## config.mk

```make
export PLATFORM = sky130hd
export DESIGN_NAME = scancode_set1_key_decoder
export DESIGN_NICKNAME = d
export VERILOG_FILES = /design/src/sv/sks1_pkg.sv /design/src/sv/sks1_key_table.sv /design/src/sv/sks1_decode.sv /design/src/sv/scancode_set1_key_decoder.sv
export SDC_FILE = /design/constraint.sdc
export NUM_CORES = 2
export LEC_CHECK = 0
export BUFFER_PORTS_ARGS = -buffer_cell sky130_fd_sc_hd__buf_2
export CAP_MARGIN = 10
export CORE_ASPECT_RATIO = 1.5
export CORE_MARGIN = 2
export CORE_UTILIZATION = 45
export CTS_CLUSTER_DIAMETER = 60
export DETAILED_ROUTE_END_ITERATION = 8
export PLACE_DENSITY_LB_ADDON = 0.12
export RECOVER_POWER = 25
export SLEW_MARGIN = 10
export SYNTH_ARGS = -nofsm -noshare
export SYNTH_HDL_FRONTEND = slang
export SYNTH_SLANG_ARGS = --single-unit
```

## constraint.sdc

```tcl
create_clock -name clk -period 6.8 [get_ports clk]
set_clock_uncertainty 0.05 [all_clocks]
set_input_delay 0.68 -clock clk [delete_from_list [all_inputs] [get_ports clk]]
set_output_delay 0.68 -clock clk [all_outputs]
set_load 0.1 [all_outputs]
```

## src/sv/sks1_pkg.sv

```systemverilog
`timescale 1ns / 1ps
`default_nettype none

package sks1_pkg;

    // Key table geometry that does not vary
    localparam int TABLE_ROWS = 128;
    localparam int ROW_BITS   = 7;

    // Word kinds carried on the input tuser
    localparam logic OP_SCAN        = 1'b0;
    localparam logic OP_TABLE_WRITE = 1'b1;

    // Prefix decoder phases
    localparam logic [3:0] PH_IDLE       = 4'd0;
    localparam logic [3:0] PH_E0         = 4'd1;
    localparam logic [3:0] PH_PS_MAKE_E0 = 4'd2;
    localparam logic [3:0] PH_PS_MAKE_37 = 4'd3;
    localparam logic [3:0] PH_PS_BRK_E0  = 4'd4;
    localparam logic [3:0] PH_PS_BRK_AA  = 4'd5;
    localparam logic [3:0] PH_PAUSE      = 4'd6;

    // Modifier flag positions
    localparam int MOD_SHIFT_L = 0;
    localparam int MOD_SHIFT_R = 1;
    localparam int MOD_CTRL_L  = 2;
    localparam int MOD_CTRL_R  = 3;
    localparam int MOD_ALT_L   = 4;
    localparam int MOD_ALT_R   = 5;

    // Scan code set 1 bytes
    localparam logic [7:0] SC_PREFIX_E0  = 8'hE0;
    localparam logic [7:0] SC_PREFIX_E1  = 8'hE1;
    localparam logic [7:0] SC_PS_MAKE    = 8'h2A;
    localparam logic [7:0] SC_PS_BREAK   = 8'hB7;
    localparam logic [7:0] SC_PS_KEY     = 8'h37;
    localparam logic [7:0] SC_PS_RELEASE = 8'hAA;
    localparam logic [7:0] SC_CTRL_MAKE  = 8'h1D;
    localparam logic [7:0] SC_CTRL_BREAK = 8'h9D;
    localparam logic [7:0] SC_ALT_MAKE   = 8'h38;
    localparam logic [7:0] SC_ALT_BREAK  = 8'hB8;

    // Plain rows (low seven bits of the byte)
    localparam logic [6:0] ROW_ESCAPE  = 7'h01;
    localparam logic [6:0] ROW_CTRL_L  = 7'h1D;
    localparam logic [6:0] ROW_SHIFT_L = 7'h2A;
    localparam logic [6:0] ROW_SHIFT_R = 7'h36;
    localparam logic [6:0] ROW_ALT_L   = 7'h38;

    // Pause sequence: E1 1D 45 E1 9D C5
    localparam logic [2:0] PAUSE_LEN = 3'd6;

    // Configuration register indexes
    localparam logic [1:0] REG_PAUSE_CODE    = 2'd0;
    localparam logic [1:0] REG_PRINT_SCREEN  = 2'd1;
    localparam logic [1:0] REG_OTHER_PREFIX  = 2'd2;

    typedef struct packed {
        logic [3:0] phase;
        logic [2:0] pause_cnt;
        logic [5:0] mods;
    } dec_state_t;

    typedef struct packed {
        logic        valid;
        logic [15:0] key_code;
        logic        is_make;
        logic        shift_held;
        logic        ctrl_held;
        logic        alt_held;
    } key_result_t;

    function automatic logic [7:0] pause_byte(input logic [2:0] pos);
        logic [7:0] b;
        begin
            unique case (pos)
                3'd0:    b = 8'hE1;
                3'd1:    b = 8'h1D;
                3'd2:    b = 8'h45;
                3'd3:    b = 8'hE1;
                3'd4:    b = 8'h9D;
                3'd5:    b = 8'hC5;
                default: b = 8'h00;
            endcase
            return b;
        end
    endfunction

endpackage

`default_nettype wire

```

## src/sv/sks1_key_table.sv

```systemverilog
`timescale 1ns / 1ps
`default_nettype none

module sks1_key_table #(
    parameter int COLS = 2,
    parameter int KW   = 16
) (
    input  wire logic                                clk,
    input  wire logic                                rst_n,
    input  wire logic                                wr_en,
    input  wire logic [7:0]                          wr_index,
    input  wire logic [15:0]                         wr_value,
    input  wire logic                                rd_en,
    input  wire logic [sks1_pkg::ROW_BITS-1:0]       rd_row,
    output logic      [COLS-1:0][KW-1:0]             rd_data
);

    localparam int COL_BITS   = $clog2(COLS);
    localparam int TABLE_SIZE = sks1_pkg::TABLE_ROWS * COLS;
    localparam int DIV_SHIFT  = 12;
    localparam int RECIP      = ((1 << DIV_SHIFT) + COLS - 1) / COLS;

    logic [COLS-1:0][KW-1:0] mem [sks1_pkg::TABLE_ROWS];
    logic [sks1_pkg::TABLE_ROWS-1:0] valid_reg;
    logic [COLS-1:0][KW-1:0] rd_data_reg;
    logic [COLS-1:0][KW-1:0] fresh_row;

    logic [19:0]                   prod;
    logic [7:0]                    row_full;
    logic [9:0]                    row_base;
    logic [9:0]                    col_full;
    logic [sks1_pkg::ROW_BITS-1:0] wr_row;
    logic [COL_BITS-1:0]           wr_col;
    logic                          wr_ok;
    logic [31:0]                   wr_wide;

    // Split the flat index into row and column by reciprocal multiply
    assign prod     = 20'(wr_index) * 20'(RECIP);
    assign row_full = prod[DIV_SHIFT+7:DIV_SHIFT];
    assign row_base = 10'(row_full) * 10'(COLS);
    assign col_full = 10'(wr_index) - row_base;
    assign wr_row   = row_full[sks1_pkg::ROW_BITS-1:0];
    assign wr_col   = col_full[COL_BITS-1:0];
    assign wr_ok    = wr_en && (int'(wr_index) < TABLE_SIZE);
    assign wr_wide  = 32'(wr_value);

    // First write to a row fills its other columns with zeros
    always_comb
    begin
        fresh_row         = '0;
        fresh_row[wr_col] = wr_wide[KW-1:0];
    end

    always_ff @(posedge clk)
    begin
        if (wr_ok)
        begin
            if (valid_reg[wr_row])
            begin
                mem[wr_row][wr_col] <= wr_wide[KW-1:0];
            end
            else
            begin
                mem[wr_row] <= fresh_row;
            end
        end
    end

    // One valid bit per row
    always_ff @(posedge clk or negedge rst_n)
    begin
        if (!rst_n)
        begin
            valid_reg <= '0;
        end
        else if (wr_ok)
        begin
            valid_reg[wr_row] <= 1'b1;
        end
    end

    // Read a whole row; forward a write landing on the same entry
    always_ff @(posedge clk)
    begin
        if (rd_en)
        begin
            for (int c = 0; c < COLS; c++)
            begin
                if (wr_ok && wr_row == rd_row && wr_col == COL_BITS'(c))
                begin
                    rd_data_reg[c] <= wr_wide[KW-1:0];
                end
                else if (valid_reg[rd_row])
                begin
                    rd_data_reg[c] <= mem[rd_row][c];
                end
                else
                begin
                    rd_data_reg[c] <= '0;
                end
            end
        end
    end

    assign rd_data = rd_data_reg;

endmodule

`default_nettype wire

```

## src/sv/sks1_decode.sv

```systemverilog
`timescale 1ns / 1ps
`default_nettype none

module sks1_decode #(
    parameter int COLS = 2,
    parameter int KW   = 16
) (
    input  wire logic [7:0]                  scan_byte,
    input  wire sks1_pkg::dec_state_t        cur,
    input  wire logic [COLS-1:0][KW-1:0]     row_data,
    input  wire logic [15:0]                 pause_code,
    input  wire logic [15:0]                 print_screen_code,
    input  wire logic [15:0]                 other_prefixed_code,
    output sks1_pkg::dec_state_t             nxt,
    output sks1_pkg::key_result_t            res
);

    localparam int COL_BITS = $clog2(COLS);

    logic        make;
    logic [6:0]  row;
    logic        shift_now;
    logic [KW-1:0] key_sel;
    logic [31:0] key_wide;
    logic        emit_req;
    logic [15:0] emit_code;
    logic        emit_make;

    assign make      = !scan_byte[7];
    assign row       = scan_byte[6:0];
    assign shift_now = cur.mods[sks1_pkg::MOD_SHIFT_L] | cur.mods[sks1_pkg::MOD_SHIFT_R];
    assign key_sel   = row_data[COL_BITS'(shift_now)];
    assign key_wide  = 32'(key_sel);

    always_comb
    begin
        nxt       = cur;
        emit_req  = 1'b0;
        emit_code = '0;
        emit_make = 1'b1;
        unique case (cur.phase) inside
            sks1_pkg::PH_E0:
            begin
                nxt.phase = sks1_pkg::PH_IDLE;
                unique case (scan_byte)
                    sks1_pkg::SC_PS_MAKE:    nxt.phase = sks1_pkg::PH_PS_MAKE_E0;
                    sks1_pkg::SC_PS_BREAK:   nxt.phase = sks1_pkg::PH_PS_BRK_E0;
                    sks1_pkg::SC_CTRL_MAKE:  nxt.mods[sks1_pkg::MOD_CTRL_R] = 1'b1;
                    sks1_pkg::SC_CTRL_BREAK: nxt.mods[sks1_pkg::MOD_CTRL_R] = 1'b0;
                    sks1_pkg::SC_ALT_MAKE:   nxt.mods[sks1_pkg::MOD_ALT_R]  = 1'b1;
                    sks1_pkg::SC_ALT_BREAK:  nxt.mods[sks1_pkg::MOD_ALT_R]  = 1'b0;
                    default:
                    begin
                        emit_req  = make;
                        emit_code = other_prefixed_code;
                    end
                endcase
            end
            sks1_pkg::PH_PS_MAKE_E0, sks1_pkg::PH_PS_MAKE_37:
            begin
                if (cur.phase == sks1_pkg::PH_PS_MAKE_E0 && scan_byte == sks1_pkg::SC_PREFIX_E0)
                begin
                    nxt.phase = sks1_pkg::PH_PS_MAKE_37;
                end
                else if (cur.phase == sks1_pkg::PH_PS_MAKE_37
                         && scan_byte == sks1_pkg::SC_PS_KEY)
                begin
                    nxt.phase = sks1_pkg::PH_IDLE;
                    emit_req  = 1'b1;
                    emit_code = print_screen_code;
                end
                else
                begin
                    // Broken sequence: the fake shift press stands
                    nxt.phase = sks1_pkg::PH_IDLE;
                    nxt.mods[sks1_pkg::MOD_SHIFT_L] = 1'b1;
                end
            end
            sks1_pkg::PH_PS_BRK_E0:
            begin
                nxt.phase = (scan_byte == sks1_pkg::SC_PREFIX_E0) ? sks1_pkg::PH_PS_BRK_AA
                                                                  : sks1_pkg::PH_IDLE;
            end
            sks1_pkg::PH_PS_BRK_AA:
            begin
                nxt.phase = sks1_pkg::PH_IDLE;
                if (scan_byte == sks1_pkg::SC_PS_RELEASE)
                begin
                    emit_req  = 1'b1;
                    emit_code = print_screen_code;
                    emit_make = 1'b0;
                end
            end
            sks1_pkg::PH_PAUSE:
            begin
                if (cur.pause_cnt != 3'd0 && cur.pause_cnt < sks1_pkg::PAUSE_LEN
                    && scan_byte == sks1_pkg::pause_byte(cur.pause_cnt))
                begin
                    if (cur.pause_cnt == sks1_pkg::PAUSE_LEN - 3'd1)
                    begin
                        nxt.pause_cnt = '0;
                        nxt.phase     = sks1_pkg::PH_IDLE;
                        emit_req      = 1'b1;
                        emit_code     = pause_code;
                    end
                    else
                    begin
                        nxt.pause_cnt = cur.pause_cnt + 3'd1;
                    end
                end
                else
                begin
                    nxt.pause_cnt = '0;
                    nxt.phase     = sks1_pkg::PH_IDLE;
                end
            end
            default:
            begin
                nxt.phase     = sks1_pkg::PH_IDLE;
                nxt.pause_cnt = '0;
                if (scan_byte == sks1_pkg::SC_PREFIX_E1)
                begin
                    nxt.phase     = sks1_pkg::PH_PAUSE;
                    nxt.pause_cnt = 3'd1;
                end
                else if (scan_byte == sks1_pkg::SC_PREFIX_E0)
                begin
                    nxt.phase = sks1_pkg::PH_E0;
                end
                else
                begin
                    unique case (row)
                        sks1_pkg::ROW_SHIFT_L: nxt.mods[sks1_pkg::MOD_SHIFT_L] = make;
                        sks1_pkg::ROW_SHIFT_R: nxt.mods[sks1_pkg::MOD_SHIFT_R] = make;
                        sks1_pkg::ROW_CTRL_L:  nxt.mods[sks1_pkg::MOD_CTRL_L]  = make;
                        sks1_pkg::ROW_ALT_L:   nxt.mods[sks1_pkg::MOD_ALT_L]   = make;
                        sks1_pkg::ROW_ESCAPE:  ;
                        default:
                        begin
                            emit_req  = make;
                            emit_code = key_wide[15:0];
                        end
                    endcase
                end
            end
        endcase
    end

    // Flags reflect the modifiers after this byte
    always_comb
    begin
        res.valid      = emit_req && (emit_code != 16'd0);
        res.key_code   = emit_code;
        res.is_make    = emit_make;
        res.shift_held = nxt.mods[sks1_pkg::MOD_SHIFT_L] | nxt.mods[sks1_pkg::MOD_SHIFT_R];
        res.ctrl_held  = nxt.mods[sks1_pkg::MOD_CTRL_L]  | nxt.mods[sks1_pkg::MOD_CTRL_R];
        res.alt_held   = nxt.mods[sks1_pkg::MOD_ALT_L]   | nxt.mods[sks1_pkg::MOD_ALT_R];
    end

endmodule

`default_nettype wire

```

## src/sv/scancode_set1_key_decoder.sv

```systemverilog
`timescale 1ns / 1ps
`default_nettype none

// Channel   Dir  Ports                          Contents
// s_*       in   s_tvalid s_tready s_tdata      scan byte or key table write word
//                s_tuser                        word kind (scan / table write)
// m_*       out  m_tvalid m_tready m_tdata      decoded key with modifier state
//                m_tuser                        make / break
// cfg_*     in   cfg_we cfg_index cfg_data      pause, print screen, other E0 codes
//
// One word is taken every clock while s_tready is high. A word is held in the
// input register, decoded against the prefix state and the key table row read at
// its acceptance, and its result goes to the output register as the decode stage
// advances. Only a scan word with a nonzero code raises m_tvalid. The key table
// row read is done at acceptance so the decode stage holds only a column select.
// Reset clears the prefix state, modifiers, the output stage and the table row
// valid bits at once; no clearing pass is run. A stalled result holds the
// output register, and the input register fills behind it before s_tready drops.

module scancode_set1_key_decoder #(
    parameter int TABLE_COLUMNS = 2,
    parameter int KEY_WIDTH     = 16
) (
    input  wire logic        clk,
    input  wire logic        rst_n,
    // scan_byte [7:0], table_index [15:8], table_value [31:16]
    input  wire logic [31:0] s_tdata,
    // opcode [0]
    input  wire logic [0:0]  s_tuser,
    input  wire logic        s_tvalid,
    output logic             s_tready,
    // key_code [15:0], shift_held [16], ctrl_held [17], alt_held [18], zero [23:19]
    output logic [23:0]      m_tdata,
    // is_make [0]
    output logic [0:0]       m_tuser,
    output logic             m_tvalid,
    input  wire logic        m_tready,
    input  wire logic        cfg_we,
    input  wire logic [1:0]  cfg_index,
    input  wire logic [15:0] cfg_data
);

    // Input register
    logic        in_valid_reg, in_valid_next;
    logic        in_op_reg;
    logic [7:0]  in_byte_reg;
    logic [7:0]  in_index_reg;
    logic [15:0] in_value_reg;

    // Decoder state
    sks1_pkg::dec_state_t state_reg, state_next;

    // Output register
    logic                  out_valid_reg, out_valid_next;
    sks1_pkg::key_result_t out_reg;

    // Configuration
    logic [15:0] pause_code_reg;
    logic [15:0] print_screen_code_reg;
    logic [15:0] other_prefixed_code_reg;

    logic accept_in;
    logic advance;
    logic step;
    logic step_scan;

    logic [TABLE_COLUMNS-1:0][KEY_WIDTH-1:0] row_data;
    sks1_pkg::dec_state_t  dec_next;
    sks1_pkg::key_result_t dec_res;

    // Advance the decode stage whenever the output register is free or drains
    assign advance   = !out_valid_reg || m_tready;
    assign s_tready  = !in_valid_reg || advance;
    assign accept_in = s_tvalid && s_tready;
    assign step      = in_valid_reg && advance;
    assign step_scan = step && (in_op_reg == sks1_pkg::OP_SCAN);

    sks1_key_table #(
        .COLS (TABLE_COLUMNS),
        .KW   (KEY_WIDTH)
    ) u_key_table (
        .clk      (clk),
        .rst_n    (rst_n),
        .wr_en    (step && (in_op_reg == sks1_pkg::OP_TABLE_WRITE)),
        .wr_index (in_index_reg),
        .wr_value (in_value_reg),
        .rd_en    (accept_in),
        .rd_row   (s_tdata[sks1_pkg::ROW_BITS-1:0]),
        .rd_data  (row_data)
    );

    sks1_decode #(
        .COLS (TABLE_COLUMNS),
        .KW   (KEY_WIDTH)
    ) u_decode (
        .scan_byte           (in_byte_reg),
        .cur                 (state_reg),
        .row_data            (row_data),
        .pause_code          (pause_code_reg),
        .print_screen_code   (print_screen_code_reg),
        .other_prefixed_code (other_prefixed_code_reg),
        .nxt                 (dec_next),
        .res                 (dec_res)
    );

    always_comb
    begin
        in_valid_next = in_valid_reg;
        if (accept_in)
        begin
            in_valid_next = 1'b1;
        end
        else if (step)
        begin
            in_valid_next = 1'b0;
        end
    end

    // Table writes leave the prefix state alone
    assign state_next     = step_scan ? dec_next : state_reg;
    assign out_valid_next = advance ? (step_scan && dec_res.valid) : out_valid_reg;

    always_ff @(posedge clk or negedge rst_n)
    begin
        if (!rst_n)
        begin
            in_valid_reg  <= 1'b0;
            out_valid_reg <= 1'b0;
            state_reg     <= '0;
        end
        else
        begin
            in_valid_reg  <= in_valid_next;
            out_valid_reg <= out_valid_next;
            state_reg     <= state_next;
        end
    end

    // Payload: load the input word on acceptance
    always_ff @(posedge clk)
    begin
        if (accept_in)
        begin
            in_op_reg    <= s_tuser[0];
            in_byte_reg  <= s_tdata[7:0];
            in_index_reg <= s_tdata[15:8];
            in_value_reg <= s_tdata[31:16];
        end
    end

    // Payload: hold the result while the sink stalls
    always_ff @(posedge clk)
    begin
        if (step)
        begin
            out_reg <= dec_res;
        end
    end

    always_ff @(posedge clk or negedge rst_n)
    begin
        if (!rst_n)
        begin
            pause_code_reg          <= '0;
            print_screen_code_reg   <= '0;
            other_prefixed_code_reg <= '0;
        end
        else if (cfg_we)
        begin
            case (cfg_index)
                sks1_pkg::REG_PAUSE_CODE:   pause_code_reg          <= cfg_data;
                sks1_pkg::REG_PRINT_SCREEN: print_screen_code_reg   <= cfg_data;
                sks1_pkg::REG_OTHER_PREFIX: other_prefixed_code_reg <= cfg_data;
                default:                    ;
            endcase
        end
    end

    assign m_tvalid = out_valid_reg;
    assign m_tdata  = {5'd0, out_reg.alt_held, out_reg.ctrl_held, out_reg.shift_held,
                       out_reg.key_code};
    assign m_tuser  = out_reg.is_make;

endmodule

`default_nettype wire

```

# [Yosys cells after proc, flatten, opt, wreduce, memory -nomap -nowiden]
# Memories as Yosys holds them, arrays and structs flattened.
# Cells that the tools add are included.
[totals] regBits=276 ramBits=4096 input_bits=56 out_inout_bits=27 elab_cells=244 n_memories=1
[classes] add_sub_neg=2 n_lt_le_gt_ge=7 n_eq_ne=31 muxes=105 n_bitwise=41 n_reduce_logical=37
[memory_table] memory="u_key_table.mem" depth=128 width=32 rd=1 rd_ports_with_merged_regs=0 write_ports=1 line="sks1_key_table.sv:23" rtl="logic [COLS-1:0][KW-1:0] mem [sks1_pkg::TABLE_ROWS];"
[op_table] cell="$mux W16" count=16
[op_table] cell="$or A128 B128 Y128" count=1
[op_table] cell="$pmux W16 S5" count=1
[op_table] cell="$mux W1" count=65
[op_table] cell="$eq A8 B8 Y1 const B" count=6
[op_table] cell="$pmux W8 S5" count=1
[op_table] cell="$or A1 B1 Y1" count=36
[op_table] cell="$and A32 B32 Y32" count=1
[op_table] cell="$mux W32" count=1
[op_table] cell="$eq A8 B6 Y1 const B" count=3
[op_table] cell="$eq A7 B6 Y1 const B" count=3
[op_table] cell="$pmux W4 S5" count=1
[op_table] cell="$demux W16 S1" count=1
[op_table] cell="$lt A7 B8 Y1 const B" count=2
[op_table] cell="$reduce_bool A16 Y1" count=1
[op_table] cell="$logic_and A1 B1 Y1" count=15
[op_table] cell="$bmux W1 S7" count=2
[op_table] cell="$eq A4 B3 Y1 const B" count=3
[op_table] cell="$mux W3" count=4
[op_table] cell="$pmux W3 S2" count=2
[op_table] cell="$reduce_or A6 Y1" count=2
[op_table] cell="$reduce_and A2 Y1" count=5
[op_table] cell="$reduce_or A5 Y1" count=2
[op_table] cell="$eq A4 B2 Y1 const B" count=2
[op_table] cell="other kinds (34)" count=47

# [Longest topological paths before layout]
[logic_depth] depth_word=11 depth_mapped=14

# [Cells and area by module]
# From an unflattened synthesis, not the netlist that was laid out.
[hier_totals] hier_cells=8172 hier_area_um2=170589.9
[by_module_without_submodules] mod="sks1_key_table" instances=1 cells_per_inst=7757 area_each_um2=165067.1 seq_area_each_um2=127162.0
[by_module_without_submodules] mod="scancode_set1_key_decoder" instances=1 cells_per_inst=200 area_each_um2=4048.9 seq_area_each_um2=3168.0
[by_module_without_submodules] mod="sks1_decode" instances=1 cells_per_inst=215 area_each_um2=1473.9 seq_area_each_um2=0.0

# [Worst setup path after synthesis]
# No wires, ideal clock.
[synth_timing] path_kind="reg2reg" from="reg in_index_reg[2]" to="mem u_key_table.mem[0][0] in the netlist's numbering (data pin)" setup_ps=831 t_arrival_ps=5348 required_time_ps=5919 path_slack_ps=571 path_stages_with_launch=12 synth_period_minus_slack_ps=6229 cell_sequence="edfxtp_1 buf_6 mux2i_1 mux4_2 and3_1 a211oi_2 a31oi_1 a22oi_2 o211a_2 nor3_2 buf_2 nor2b_1"
[synth_via] elab_chain_len=6
[synth_rtl] element="from (decl)" line="scancode_set1_key_decoder.sv:47" rtl="logic [7:0] in_index_reg;"
[synth_rtl] element="from (signal assigned)" line="scancode_set1_key_decoder.sv:146" rtl="in_index_reg <= s_tdata[15:8];"
[synth_rtl] element="$bmux W1 S7" line="sks1_key_table.sv:58" rtl="if (valid_reg[wr_row])"
[synth_rtl] element="$mux W1 (not written as such)" line="sks1_key_table.sv:58"
[synth_rtl] element="$mux W1" line="sks1_key_table.sv:58"
[synth_rtl] element="$mux W1" line="sks1_key_table.sv:56" rtl="if (wr_ok)"
[synth_rtl] element="$mux W1 (not written as such)" line="sks1_key_table.sv:64" rtl="mem[wr_row] <= fresh_row;"
[synth_rtl] element="$mux W1 (no line)"
[synth_rtl] element="to (decl)" line="sks1_key_table.sv:23"
# No other way between the ends. The select of a mux whose other input is x is not followed.

# [Final worst setup path]
[layout_timing] from="reg in_index_reg[2]" to="mem u_key_table.mem[21][19] in the netlist's numbering, enable pin"
[layout_via] elab_chain_len=6
[layout_rtl] element="$bmux W1 S7" line="sks1_key_table.sv:58"
[layout_rtl] element="$mux W1 (not written as such)" line="sks1_key_table.sv:58"
[layout_rtl] element="$mux W1" line="sks1_key_table.sv:58"
[layout_rtl] element="$mux W1" line="sks1_key_table.sv:56"
[layout_rtl] element="$mux W32 (not written as such) or $mux W1 (tied branches)" line="sks1_key_table.sv:60, sks1_key_table.sv:64"
[layout_rtl] element="$or A1 B1 Y1 (no line)"
# Several ways; a longest one is shown, not always the timed one. The select of a mux whose other input is x is not followed.

==> metrics.cfg <==
[outcome]
status=complete, but fails checks
violations=max-capacitance violations, max-slew violations

[detailed_routing]
dr.pass1.iters=6
antenna_left=0
wire_per_inst_um=34.3
routed_wl_um=474000
drc_errors=0
vias=83100
routed_via_density=6.01
drtIter0Drc=8963

[logic_synthesis]
synth_top_family_by_area=multiplexers
synth_xor_area_share_pct=0.0508
yosysUniqueCellTypes=83
syn_area_mm2=0.172
yosysSeqAreaShare_pct=75.6
synthAdderAreaFrac_pct=0.00726
synth_edf_count=4181
avgSynthCellArea_um2=21.8
synth_ff_type=edfxtp_1
yosys.area_share.simple_pct=3.10
yosys_warnings=0
synth-seq-cells=4371
synthArstFlopShare_pct=4.35
synth_mux_area_share_pct=17.6
post_synth_inst_count=7896
synth-compound-area-share_pct=2.07

[run]
drv_cap=30

[placed_design]
dpl.hpwl_um=291000
gp_congestion=0.894
port_buffers=77

[worst_setup_path]
worst_ep_arrival_time_ns=6.69
critPathMaxFanout=63
cp-end-kind=register
slowest_stage=and2_2
cp_num_buf_inv=2
slowest_delay_ns=1.42
crit_chain=nor2b_1 -> a32oi_1 -> o211a_1 -> a211oi_1 -> a32oi_1 -> a22oi_2 -> o211a_1 -> and2_2 -> buf_12 -> nor3_2 -> buf_4
reg2reg_from=in_index_reg[2]
start_kind=register
critPathTopFamily=simple AND/OR/NAND/NOR gates
required_ns=7.45
worstSetupStartpoint=in_index_reg[2]
crit_type=register to register

[timing]
fmax_ghz=0.165
fin_crit_ns=6.04
timing.hold.ws_ns=0.195
rsz0062_at_grt=no
tightest_slew_ns=4.95
maxSlewHeadroom_pct=-230
maxSlewViolCount=1492
finalCritPeriodShare_pct=88.9
hold_viol_final=0
finalSetupTns_ns=0
finalSetupViolations=0

[cells_and_area]
area_growth_pct=13.0
n_fill_cell=29900
finalCoreUtilization_pct=51.0
multi_input_area_mm2=0.0396
layout_commonest_cell=edfxtp_1
largest_reg_flops=4096
final_cell_mix=4181 x edfxtp_1, 1135 x mux4_2, 424 x clkbuf_16
drive_above_1_share_pct=28.9
seq_area_mm2=0.130
final_net_count=8484

[clock_tree]
cts.reportedPaths.clkPinSlew_ns=0.06
h-tree-depth=5
clk_latency_ns=1.00
cts_sinks=4371
cts_tree=built
clockRootBuffer=clkbuf_16
cts_buffer_depth=4
cts_buffers=415

[global_route]
grt_antenna_before_repair=28
grt_pass1_wl_um=666000
grt_max_degree=129
grt_overflow_total=0
grt_pass1_vias=85900
grt.total_usage_pct=24.3

[power]
power_density_mw_per_mm2=292
clkPwrFrac_pct=40.4
p_sw_mw=12.9
peakVddDrop_mv=0.195
seqPwrFrac_pct=52.9
internal_power_mw=44.1
switching_share_pct=22.6
p_comb_share_pct=6.7
leakage_nw=62.2

[min_path]
min_path_type=primary input to register
hp-start=s_tdata[2]

[die]
die_area_mm2=0.388
die_h_um=762
coreArea_mm2=0.382
ioPinCount=83
start_util_pct=45.2
floorplan.rows=278
die_w_um=509

==> metal layers <==
metal	wire (µm)	up-vias	GRT usage (%)	share of wire, %
met1	179000	45400	30.8	38
met3	24700	676	2.96	5.2
met2	251000	2785	42.8	53
met5	27	-	0	0.0057
li1	-	34200	-	-
met4	19300	4	9.15	4.1
==> per-stage QoR <==
| stage | cells | power, mW | worst slack [ns] | instance area (µm²) |
|---|---|---|---|---|
| floorplan | 7900 | 32.9 | 0.571 | 172000 |
| global placement | 13000 | 34.5 | 1.34 | 182000 |
| detailed placement | 13000 | 34.5 | 1.29 | 182000 |
| CTS | 13800 | 57.4 | 1.25 | 195000 |
| global route | 13800 | 58.5 | 0.590 | 195000 |
| finish | 13800 | 56.9 | 0.757 | 195000 |
==> what timing repair did <==
item,in CTS,in global routing
hold buffers,46,0
setup endpoints to repair,0,0
buffers inserted,0,0
gates resized for setup,0,0
hold endpoints to repair,168,0
==> power groups by stage <==
stage               clock [mW]  sequential (mW)  combinational (mW)
detailed placement           0             30.6                3.90
global route              24.4             30.1                4.02
CTS                       23.4             30.1                3.93
global placement             0             30.6                3.85
floorplan                    0             30.8                2.11
finish                    23.0             30.1                3.83
==> layout make-up <==
class                   count  share of cell area, %
multi-input cells        2962                   20.3
flip-flops and latches   4371                   66.9
inverters                  61                  0.118
clock buffers             521                   5.65
clock inverters           236                   1.16
diodes                     16                 0.0206
well taps                5040                   3.24
repair buffers            616                   2.55
==> synth_stat cells (all sizes together) (10+ instances only) <==
| cell type | n | share of area, % |
|---|---|---|
| a21boi | 16 | 0.070 |
| nand2b | 10 | 0.038 |
| a221oi | 27 | 0.16 |
| nor3 | 268 | 1.5 |
| nand3 | 88 | 0.26 |
| o31ai | 21 | 0.097 |
| nor4 | 56 | 0.21 |
| a211oi | 22 | 0.10 |
| nor2 | 32 | 0.071 |
| clkbuf | 254 | 0.55 |
| o22ai | 131 | 0.48 |
| o21ai | 120 | 0.35 |
| xnor2 | 10 | 0.051 |
| mux4 | 1135 | 15 |
| a21oi | 18 | 0.052 |
| inv | 61 | 0.13 |
| nor2b | 78 | 0.28 |
| o21bai | 125 | 0.54 |
| buf | 252 | 0.89 |
| edfxtp | 4181 | 73 |
| mux2i | 417 | 2.4 |
| mux2 | 46 | 0.30 |
| nand2 | 244 | 0.54 |
| dfrtp | 190 | 2.8 |
==> logic make-up (layout without fill, tap and decap cells) <==
| logic type | count (synthesis) | after routing |
|---|---|---|
| adder cells (fa/ha/maj) | 1 | 1 |
| XOR/XNOR | 10 | 10 |
| multiplexers | 1598 | 1598 |
| AO/OA/AOI/OAI | 525 | 525 |
| flip-flops | 4371 | 4371 |
| AND/OR/NAND/NOR | 823 | 823 |
| other | 1 | 21 |
| buffers and inverters | 567 | 1434 |
==> path summary, 6_finish.rpt <==
check	depth (start not counted)	end	slack, ns
max	11	u_key_table.mem[21][19]	0.76
min	1	in_byte_reg[2]	0.20
max reg2reg	11	u_key_table.mem[21][19]	0.76
min reg2reg	1	u_key_table.valid_reg[58]	0.44
max in group asynchronous	2	u_key_table.valid_reg[54]	1.70
min in group asynchronous	2	pause_code_reg[13]	2.19
No activity file was read; power rests on OpenSTA's default activity.
